===== config.mk =====
export PLATFORM = sky130hd
export DESIGN_NAME = dual_peak_trough_settle_detector_flat
export DESIGN_NICKNAME = d
export VERILOG_FILES = /design/src/hdl/dptsd_pkg.sv /design/src/hdl/dptsd_in_if.sv /design/src/hdl/dptsd_out_if.sv /design/src/hdl/dptsd_track.sv /design/src/hdl/dual_peak_trough_settle_detector.sv /design/src/flat_wrapper.sv
export SDC_FILE = /design/constraint.sdc
export NUM_CORES = 1
export LEC_CHECK = 0
export BUFFER_PORTS_ARGS = -buffer_cell sky130_fd_sc_hd__buf_2
export CAP_MARGIN = 10
export CORE_ASPECT_RATIO = 1.2
export CORE_MARGIN = 10
export CORE_UTILIZATION = 55
export DETAILED_ROUTE_END_ITERATION = 8
export PLACE_DENSITY_LB_ADDON = 0.25
export SLEW_MARGIN = 20
export SYNTH_ARGS = -nofsm -noshare
export SYNTH_HDL_FRONTEND = slang
export SYNTH_SLANG_ARGS = --single-unit

===== constraint.sdc =====
create_clock -name i_clk -period 12.2 [get_ports i_clk]
set_clock_uncertainty 0.15 [all_clocks]
set_input_delay 0.61 -clock i_clk [delete_from_list [all_inputs] [get_ports i_clk]]
set_output_delay 0.61 -clock i_clk [all_outputs]
set_load 0.02 [all_outputs]

===== src/hdl/dptsd_pkg.sv =====
// shared types, constants and codes of the dual peak/trough settle detector
package dptsd_pkg;

    localparam int SAMPLE_W   = 32;
    localparam int STEP_W     = 24;
    localparam int TOL_W      = 24;
    localparam int LIMIT_W    = 31;
    localparam int FLAG_W     = 4;
    localparam int CFG_IDX_W  = 2;
    localparam int CFG_DATA_W = 31;

    typedef logic signed [SAMPLE_W-1:0] t_sample;
    typedef logic [STEP_W-1:0]          t_step;
    typedef logic [TOL_W-1:0]           t_tol;
    typedef logic [LIMIT_W-1:0]         t_limit;
    typedef logic [FLAG_W-1:0]          t_flags;
    typedef logic [1:0]                 t_trend;

    // trend codes
    localparam t_trend TREND_NONE = 2'd0;
    localparam t_trend TREND_RISE = 2'd1;
    localparam t_trend TREND_FALL = 2'd2;

    // register indexes
    localparam logic [CFG_IDX_W-1:0] REG_TOLERANCE = 2'd0;
    localparam logic [CFG_IDX_W-1:0] REG_BLOWUP    = 2'd1;
    localparam logic [CFG_IDX_W-1:0] REG_MAX_STEPS = 2'd2;

    // register reset values
    localparam t_tol   TOL_RST       = 24'd1678;
    localparam t_limit BLOWUP_RST    = 31'd167772160;
    localparam t_step  MAX_STEPS_RST = 24'd100000;

    // settle flag bits
    localparam t_flags FLAG_PEAK_A   = 4'h1;
    localparam t_flags FLAG_TROUGH_A = 4'h2;
    localparam t_flags FLAG_PEAK_B   = 4'h4;
    localparam t_flags FLAG_TROUGH_B = 4'h8;
    localparam t_flags FLAGS_ALL     = 4'hf;

    // what one channel tracker reports for the current step
    typedef struct packed {
        logic rec;    // an extreme was recorded
        logic close;  // the old extreme was within tolerance
        logic peak;   // the record was a peak (else a trough)
    } t_track_ev;

endpackage


===== src/hdl/dptsd_in_if.sv =====
// input channel: start request and a sample pair
interface dptsd_in_if;
    import dptsd_pkg::*;

    logic    valid;
    logic    ready;
    logic    start_req;
    t_sample sample_a;
    t_sample sample_b;

    modport source (output valid, output start_req, output sample_a, output sample_b,
                    input ready);
    modport sink   (input valid, input start_req, input sample_a, input sample_b,
                    output ready);
endinterface


===== src/hdl/dptsd_out_if.sv =====
// result channel: recorded extremes, step index, flags and done
interface dptsd_out_if;
    import dptsd_pkg::*;

    logic    valid;
    logic    ready;
    t_sample max_a;
    t_sample min_a;
    t_sample max_b;
    t_sample min_b;
    t_step   step_index;
    t_flags  settle_flags;
    logic    done_res;

    modport source (output valid, output max_a, output min_a, output max_b, output min_b,
                    output step_index, output settle_flags, output done_res,
                    input ready);
    modport sink   (input valid, input max_a, input min_a, input max_b, input min_b,
                    input step_index, input settle_flags, input done_res,
                    output ready);
endinterface


===== src/hdl/dptsd_track.sv =====
// one channel's trend tracker: turn detection and tolerance check
module dptsd_track
    import dptsd_pkg::*;
(
    input  t_sample   i_cur,
    input  t_sample   i_prev,
    input  t_sample   i_peak,
    input  t_sample   i_trough,
    input  t_trend    i_trend,
    input  t_tol      i_tol,
    output t_sample   o_peak,
    output t_sample   o_trough,
    output t_trend    o_trend,
    output t_track_ev o_ev
);
    logic                       falling;
    t_sample                    old_ext;
    logic signed [SAMPLE_W:0]   diff;
    logic        [SAMPLE_W:0]   mag;

    assign falling = (i_cur < i_prev);

    // old extreme that a turn would replace
    assign old_ext = falling ? i_peak : i_trough;
    assign diff    = {old_ext[SAMPLE_W-1], old_ext} - {i_prev[SAMPLE_W-1], i_prev};
    assign mag     = diff[SAMPLE_W] ? (SAMPLE_W+1)'(0) - diff : diff;

    always_comb begin
        o_peak      = i_peak;
        o_trough    = i_trough;
        o_trend     = i_trend;
        o_ev.rec    = 1'b0;
        o_ev.peak   = falling;
        o_ev.close  = (mag < {{(SAMPLE_W+1-TOL_W){1'b0}}, i_tol});
        if (falling) begin
            if (i_trend == TREND_RISE) begin
                o_peak   = i_prev;
                o_trend  = TREND_NONE;
                o_ev.rec = 1'b1;
            end else begin
                o_trend = TREND_FALL;
            end
        end else begin
            // equal samples count as rising
            if (i_trend == TREND_FALL) begin
                o_trough = i_prev;
                o_trend  = TREND_NONE;
                o_ev.rec = 1'b1;
            end else begin
                o_trend = TREND_RISE;
            end
        end
    end
endmodule


===== src/hdl/dual_peak_trough_settle_detector.sv =====
// top level of the dual peak/trough settle detector
//
// Takes one sample pair per cycle and returns one result per transfer in the cycle
// after it is taken. All tracking is done in a single combinational pass from the
// held channel state to the state and result registers; the result register is
// kept apart from the state so that a new transfer is taken in the same cycle as
// the previous result leaves, while a result that waits for the receiver stalls
// the input. A start transfer loads both samples as previous value, peak
// and trough and clears trends, flags and step count. After done, data transfers
// leave the state alone and repeat the held result. Configuration registers are
// written through i_cfg_we / i_cfg_idx / i_cfg_data; index 3 is ignored.
module dual_peak_trough_settle_detector
    import dptsd_pkg::*;
(
    input  logic                  i_clk,
    input  logic                  i_rst_n,
    input  logic                  i_cfg_we,
    input  logic [CFG_IDX_W-1:0]  i_cfg_idx,
    input  logic [CFG_DATA_W-1:0] i_cfg_data,
    dptsd_in_if.sink              i_item,
    dptsd_out_if.source           o_res
);
    // configuration
    t_tol   r_tol;
    t_limit r_blowup;
    t_step  r_max_steps;

    // channel state
    t_sample r_prev_a, r_prev_b, r_peak_a, r_trough_a, r_peak_b, r_trough_b;
    t_trend  r_trend_a, r_trend_b;
    t_flags  r_flags;
    t_step   r_count;
    logic    r_done;

    t_sample n_prev_a, n_prev_b, n_peak_a, n_trough_a, n_peak_b, n_trough_b;
    t_trend  n_trend_a, n_trend_b;
    t_flags  n_flags;
    t_step   n_count;
    logic    n_done;

    // result register
    logic    r_out_valid;
    t_sample r_max_a, r_min_a, r_max_b, r_min_b;
    t_step   r_step_index;
    t_flags  r_out_flags;
    logic    r_out_done;

    t_sample   trk_peak_a, trk_trough_a, trk_peak_b, trk_trough_b;
    t_trend    trk_trend_a, trk_trend_b;
    t_track_ev ev_a, ev_b;
    t_flags    flags_a, flags_b;
    logic      accept;
    logic      blown_up;

    assign i_item.ready = !r_out_valid || o_res.ready;
    assign accept       = i_item.valid && i_item.ready;

    dptsd_track u_track_a (
        .i_cur    (i_item.sample_a),
        .i_prev   (r_prev_a),
        .i_peak   (r_peak_a),
        .i_trough (r_trough_a),
        .i_trend  (r_trend_a),
        .i_tol    (r_tol),
        .o_peak   (trk_peak_a),
        .o_trough (trk_trough_a),
        .o_trend  (trk_trend_a),
        .o_ev     (ev_a)
    );

    dptsd_track u_track_b (
        .i_cur    (i_item.sample_b),
        .i_prev   (r_prev_b),
        .i_peak   (r_peak_b),
        .i_trough (r_trough_b),
        .i_trend  (r_trend_b),
        .i_tol    (r_tol),
        .o_peak   (trk_peak_b),
        .o_trough (trk_trough_b),
        .o_trend  (trk_trend_b),
        .o_ev     (ev_b)
    );

    // channel a first, so a mismatch on b also clears what a set
    always_comb begin
        flags_a = r_flags;
        if (ev_a.rec) begin
            flags_a = !ev_a.close ? '0 :
                      (r_flags | (ev_a.peak ? FLAG_PEAK_A : FLAG_TROUGH_A));
        end
        flags_b = flags_a;
        if (ev_b.rec) begin
            flags_b = !ev_b.close ? '0 :
                      (flags_a | (ev_b.peak ? FLAG_PEAK_B : FLAG_TROUGH_B));
        end
    end

    // signed peak against unsigned limit
    assign blown_up = ($signed({trk_peak_a[SAMPLE_W-1], trk_peak_a}) >
                       $signed({{(SAMPLE_W+1-LIMIT_W){1'b0}}, r_blowup}));

    always_comb begin
        n_prev_a   = r_prev_a;
        n_prev_b   = r_prev_b;
        n_peak_a   = r_peak_a;
        n_trough_a = r_trough_a;
        n_peak_b   = r_peak_b;
        n_trough_b = r_trough_b;
        n_trend_a  = r_trend_a;
        n_trend_b  = r_trend_b;
        n_flags    = r_flags;
        n_count    = r_count;
        n_done     = r_done;
        if (i_item.start_req) begin
            n_prev_a   = i_item.sample_a;
            n_peak_a   = i_item.sample_a;
            n_trough_a = i_item.sample_a;
            n_prev_b   = i_item.sample_b;
            n_peak_b   = i_item.sample_b;
            n_trough_b = i_item.sample_b;
            n_trend_a  = TREND_NONE;
            n_trend_b  = TREND_NONE;
            n_flags    = '0;
            n_count    = '0;
            n_done     = (r_max_steps == '0);
        end else if (!r_done) begin
            if (r_count >= r_max_steps) begin
                // limit lowered to or below the count
                n_done = 1'b1;
            end else begin
                n_prev_a   = i_item.sample_a;
                n_prev_b   = i_item.sample_b;
                n_peak_a   = trk_peak_a;
                n_trough_a = trk_trough_a;
                n_peak_b   = trk_peak_b;
                n_trough_b = trk_trough_b;
                n_trend_a  = trk_trend_a;
                n_trend_b  = trk_trend_b;
                n_flags    = flags_b;
                n_count    = (&r_count) ? r_count : r_count + 1'b1;
                n_done     = (flags_b == FLAGS_ALL) || blown_up || (n_count >= r_max_steps);
            end
        end
    end

    always_ff @(posedge i_clk) begin
        if (!i_rst_n) begin
            r_tol       <= TOL_RST;
            r_blowup    <= BLOWUP_RST;
            r_max_steps <= MAX_STEPS_RST;
        end else if (i_cfg_we) begin
            case (i_cfg_idx)
                REG_TOLERANCE: r_tol       <= i_cfg_data[TOL_W-1:0];
                REG_BLOWUP:    r_blowup    <= i_cfg_data[LIMIT_W-1:0];
                REG_MAX_STEPS: r_max_steps <= i_cfg_data[STEP_W-1:0];
                default: ;
            endcase
        end
    end

    always_ff @(posedge i_clk) begin
        if (!i_rst_n) begin
            r_prev_a    <= '0;
            r_prev_b    <= '0;
            r_peak_a    <= '0;
            r_trough_a  <= '0;
            r_peak_b    <= '0;
            r_trough_b  <= '0;
            r_trend_a   <= TREND_NONE;
            r_trend_b   <= TREND_NONE;
            r_flags     <= '0;
            r_count     <= '0;
            r_done      <= 1'b0;
        end else if (accept) begin
            r_prev_a    <= n_prev_a;
            r_prev_b    <= n_prev_b;
            r_peak_a    <= n_peak_a;
            r_trough_a  <= n_trough_a;
            r_peak_b    <= n_peak_b;
            r_trough_b  <= n_trough_b;
            r_trend_a   <= n_trend_a;
            r_trend_b   <= n_trend_b;
            r_flags     <= n_flags;
            r_count     <= n_count;
            r_done      <= n_done;
        end
    end

    always_ff @(posedge i_clk) begin
        if (!i_rst_n) begin
            r_out_valid <= 1'b0;
        end else if (accept) begin
            r_out_valid <= 1'b1;
        end else if (o_res.ready) begin
            r_out_valid <= 1'b0;
        end
    end

    always_ff @(posedge i_clk) begin
        if (accept) begin
            r_max_a      <= n_peak_a;
            r_min_a      <= n_trough_a;
            r_max_b      <= n_peak_b;
            r_min_b      <= n_trough_b;
            r_step_index <= (n_count == '0) ? '0 : n_count - 1'b1;
            r_out_flags  <= n_flags;
            r_out_done   <= n_done;
        end
    end

    assign o_res.valid        = r_out_valid;
    assign o_res.max_a        = r_max_a;
    assign o_res.min_a        = r_min_a;
    assign o_res.max_b        = r_max_b;
    assign o_res.min_b        = r_min_b;
    assign o_res.step_index   = r_step_index;
    assign o_res.settle_flags = r_out_flags;
    assign o_res.done_res     = r_out_done;
endmodule

===== src/flat_wrapper.sv =====
// flat-port wrapper written by rule: the top's interface ports become plain ports
module dual_peak_trough_settle_detector_flat import dptsd_pkg::*;
  (i_clk, i_rst_n, i_cfg_we, i_cfg_idx, i_cfg_data, i_item_valid, i_item_start_req, i_item_sample_a, i_item_sample_b, i_item_ready, o_res_valid, o_res_max_a, o_res_min_a, o_res_max_b, o_res_min_b, o_res_step_index, o_res_settle_flags, o_res_done_res, o_res_ready);
  dptsd_in_if i_item_i ();
  dptsd_out_if o_res_i ();
  input  logic i_clk;
  input  logic i_rst_n;
  input  logic i_cfg_we;
  input  logic [CFG_IDX_W-1:0] i_cfg_idx;
  input  logic [CFG_DATA_W-1:0] i_cfg_data;
  input wire logic [$bits(i_item_i.valid)-1:0] i_item_valid;
  input wire logic [$bits(i_item_i.start_req)-1:0] i_item_start_req;
  input wire logic [$bits(i_item_i.sample_a)-1:0] i_item_sample_a;
  input wire logic [$bits(i_item_i.sample_b)-1:0] i_item_sample_b;
  output wire logic [$bits(i_item_i.ready)-1:0] i_item_ready;
  output wire logic [$bits(o_res_i.valid)-1:0] o_res_valid;
  output wire logic [$bits(o_res_i.max_a)-1:0] o_res_max_a;
  output wire logic [$bits(o_res_i.min_a)-1:0] o_res_min_a;
  output wire logic [$bits(o_res_i.max_b)-1:0] o_res_max_b;
  output wire logic [$bits(o_res_i.min_b)-1:0] o_res_min_b;
  output wire logic [$bits(o_res_i.step_index)-1:0] o_res_step_index;
  output wire logic [$bits(o_res_i.settle_flags)-1:0] o_res_settle_flags;
  output wire logic [$bits(o_res_i.done_res)-1:0] o_res_done_res;
  input wire logic [$bits(o_res_i.ready)-1:0] o_res_ready;
  assign i_item_i.valid = i_item_valid;
  assign i_item_i.start_req = i_item_start_req;
  assign i_item_i.sample_a = i_item_sample_a;
  assign i_item_i.sample_b = i_item_sample_b;
  assign i_item_ready = i_item_i.ready;
  assign o_res_valid = o_res_i.valid;
  assign o_res_max_a = o_res_i.max_a;
  assign o_res_min_a = o_res_i.min_a;
  assign o_res_max_b = o_res_i.max_b;
  assign o_res_min_b = o_res_i.min_b;
  assign o_res_step_index = o_res_i.step_index;
  assign o_res_settle_flags = o_res_i.settle_flags;
  assign o_res_done_res = o_res_i.done_res;
  assign o_res_i.ready = o_res_ready;
  dual_peak_trough_settle_detector u_core (.i_clk(i_clk), .i_rst_n(i_rst_n), .i_cfg_we(i_cfg_we), .i_cfg_idx(i_cfg_idx), .i_cfg_data(i_cfg_data), .i_item(i_item_i), .o_res(o_res_i));
endmodule

==> results.json <==
{
  "status": "completed",
  "grt.total_usage": 0.265,
  "final_hold_viol_count": 0,
  "htreeDepth": 2,
  "synthCells": 3785,
  "synth_cell_types": 104,
  "avgRoutedWirePerCell_um": 19.7,
  "first_iter_violations": 2178,
  "grt_pass1_vias": 26700,
  "remaining_drc_errors": 0,
  "worstPathMaxFanout": 25,
  "grt_max_degree": 155,
  "cp.required_ns": 12.48,
  "period_share": 0.832,
  "postCtsSetupBuffers": 0,
  "setup_violations": 0,
  "numCtsBuffers": 49,
  "syn_to_final_growth_pct": 10.9,
  "die_w_um": 239,
  "end_kind": "flip-flop",
  "antenna_found_initial": 2,
  "cpMostUsedCell": "a21o_1",
  "syn_area_per_cell_um2": 8.36,
  "vias": 28000,
  "rsz0062_at_grt": "false",
  "final_net_count": 4278,
  "port-buffer-count": 261,
  "clockBufferDepth": 3,
  "worstMarginPinSlew_ns": 1.03,
  "die_h_um": 283,
  "io_pins": 262,
  "clock_latency_ns": 0.60,
  "drive_gt1_frac": 0.135,
  "drv_cap": 0,
  "yosys_register_bits": 462,
  "peakVddDrop_uv": 113,
  "start_util": 0.554,
  "critPathKind": "reg2reg",
  "critPathLaunchType": "flip-flop",
  "ctsHoldBuffers": 0,
  "clockRootBuffer": "clkbuf_16",
  "numClockSinks": 462,
  "hold_class": "in2reg",
  "synth-seq-area-share": 0.342,
  "ctsResizeCount": 0,
  "power_density_nw_per_um2": 154,
  "routed_wl_um": 92300,
  "dr.pass1.iters": 6,
  "maxSlewHeadroom": 0.308,
  "synthFlopType": "dfxtp_1",
  "cts_tree": "yes",
  "yosysWarnings": 0,
  "stdcell_count": 4694,
  "max_freq_ghz": 0.0985,
  "p_leak_nw": 14.7,
  "synthesis.nets": 4146,
  "grt_remaining_overflow": 0,
  "grt_pass1_wl_um": 146000,
  "fin_tns_setup_ns": 0,
  "num_rows": 96,
  "fp.dieArea_um2": 67600,
  "slowest_delay_ns": 0.63,
  "crit_slowest_cell": "a2111oi_0",
  "drtAntennaViolNets": 0,
  "hpwl_um": 67800,
  "synth-edff-count": 157,
  "dp_cells": 4601,
  "postSynth.asyncResetShare": 0,
  "cp_data_arrival_time_ns": 10.43,
  "cts.clk_slew.worst_paths_ns": 0.06,
  "vias_per_cell": 5.97,
  "coreArea_um2": 57100,
  "period_minus_slack_ns": 10.15,
  "final_max_slew_viol_count": 0,
  "place_congestion": 0.947,
  "synth_area_um2": 31600
}
## final cells by class
class	instances	area, um2
Multi-Input combinational cell	2933	19400
Timing Repair Buffer	292	1570
Tap cell	735	920
Clock buffer	72	1470
Inverter	179	689
Sequential cell	462	10800
Clock inverter	20	244
Fill cell	5124	22000
Antenna cell	1	2.50
## cell usage after synthesis (36+ instances only)
master	n	area, um2
ha_1	256	3200
a21oi_1	447	2240
nor3_1	82	410
xnor2_1	86	753
nor2_1	212	796
nand2_1	643	2410
nand2b_1	53	332
nand3_1	40	200
clkbuf_1	159	597
o211ai_1	36	270
o21ai_0	135	676
a21o_1	120	901
o211a_1	37	370
inv_1	177	664
edfxtp_1	157	4710
mux2_2	100	1130
dfxtp_1	305	6110
o21a_1	36	270
nand4_1	55	344
mux2i_1	109	1090
## through the flow
stage,hold WS [ns],utilization,power [W],worst slack (ns),instance area (um2)
after detailed placement,0.296,0.585,0.00380,1.96,33400
after global placement,0.292,0.585,0.00377,2.09,33400
after global routing,0.118,0.615,0.00573,1.43,35100
final,0.0978,0.615,0.00539,2.05,35100
after floorplan,0.286,-,0.00332,3.32,31600
after CTS,0.0656,0.615,0.00541,2.13,35100
## where the power goes
part | internal, W | switching (W)
sequential | 0.00170 | 0.0000577
clock | 0.000945 | 0.000654
combinational | 0.000818 | 0.00122
total | 0.00347 | 0.00193
## cells by family (layout without fill, tap and decap cells)
kind of cell | after synthesis | after routing | share of synthesized area
xor+xnor | 120 | 120 | 0.0335
other cells | 0 | 1 | 0
mux | 209 | 209 | 0.0701
fa+ha+maj | 258 | 258 | 0.103
flops | 462 | 462 | 0.342
simple gates | 1309 | 1309 | 0.194
compound gates | 1037 | 1037 | 0.210
buf+inv | 390 | 563 | 0.0479
## path summary, 6_finish.rpt
| path | startpoint | to | slack, ns | cells past startpoint |
|---|---|---|---|---|
| min reg2reg | u_core.r_blowup[30] | u_core.r_blowup[30] | 0.31 | 2 |
| max reg2reg | u_core.r_prev_b[1] | u_core.o_res.settle_flags[0] | 2.05 | 33 |
| max | u_core.r_prev_b[1] | u_core.o_res.settle_flags[0] | 2.05 | 33 |
| min | i_cfg_data[26] | u_core.r_blowup[26] | 0.1 | 3 |
## worst max-delay path: cells and delay by family, from the launching register on
kind	cells	cell delay, ns
AOI/OAI and AO/OA	21	5.39
xor gates and xnor gates	1	0.24
adders and majority gates	3	0.96
buffers and inverters	2	0.57
DFF	1	0.43
muxes	1	0.40
and+or+nand+nor	5	1.82
## layer usage
metal | routed length [um] | global-route usage | vias to the layer above | part of all wire
li1 | - | - | 13900 | -
met1 | 38400 | 0.322 | 13200 | 0.42
met2 | 45500 | 0.467 | 779 | 0.49
met3 | 4690 | 0.0332 | 177 | 0.051
met4 | 3740 | 0.107 | 0 | 0.041
met5 | 0 | 0 | - | 0
## layout by cell type (no fill, tap or decap), types with 23 or more instances in the layout
master     netlist  routed
nand2_1        643     642
ha_1           256     256
o211a_1         37      36
buf_4            2      30
nor2b_1         26      26
inv_1          177     176
nor3_1          82      81
o21ai_0        135     134
and3_1          23      23
nand4_1         55      55
o211ai_1        36      36
a21o_1         120     120
clkbuf_16        0      54
nand2b_1        53      53
a211oi_1        34      33
edfxtp_1       157     157
mux2i_1        109     109
or3_1           27      27
buf_2           23     260
mux2_2         100     100
xnor2_1         86      86
nor3b_1         34      33
xor2_1          33      33
dfxtp_1        305     305
a21oi_1        447     445
o21a_1          36      36
nand3_1         40      40
nor2_1         212     211
Power figures use the tool's default switching activity.
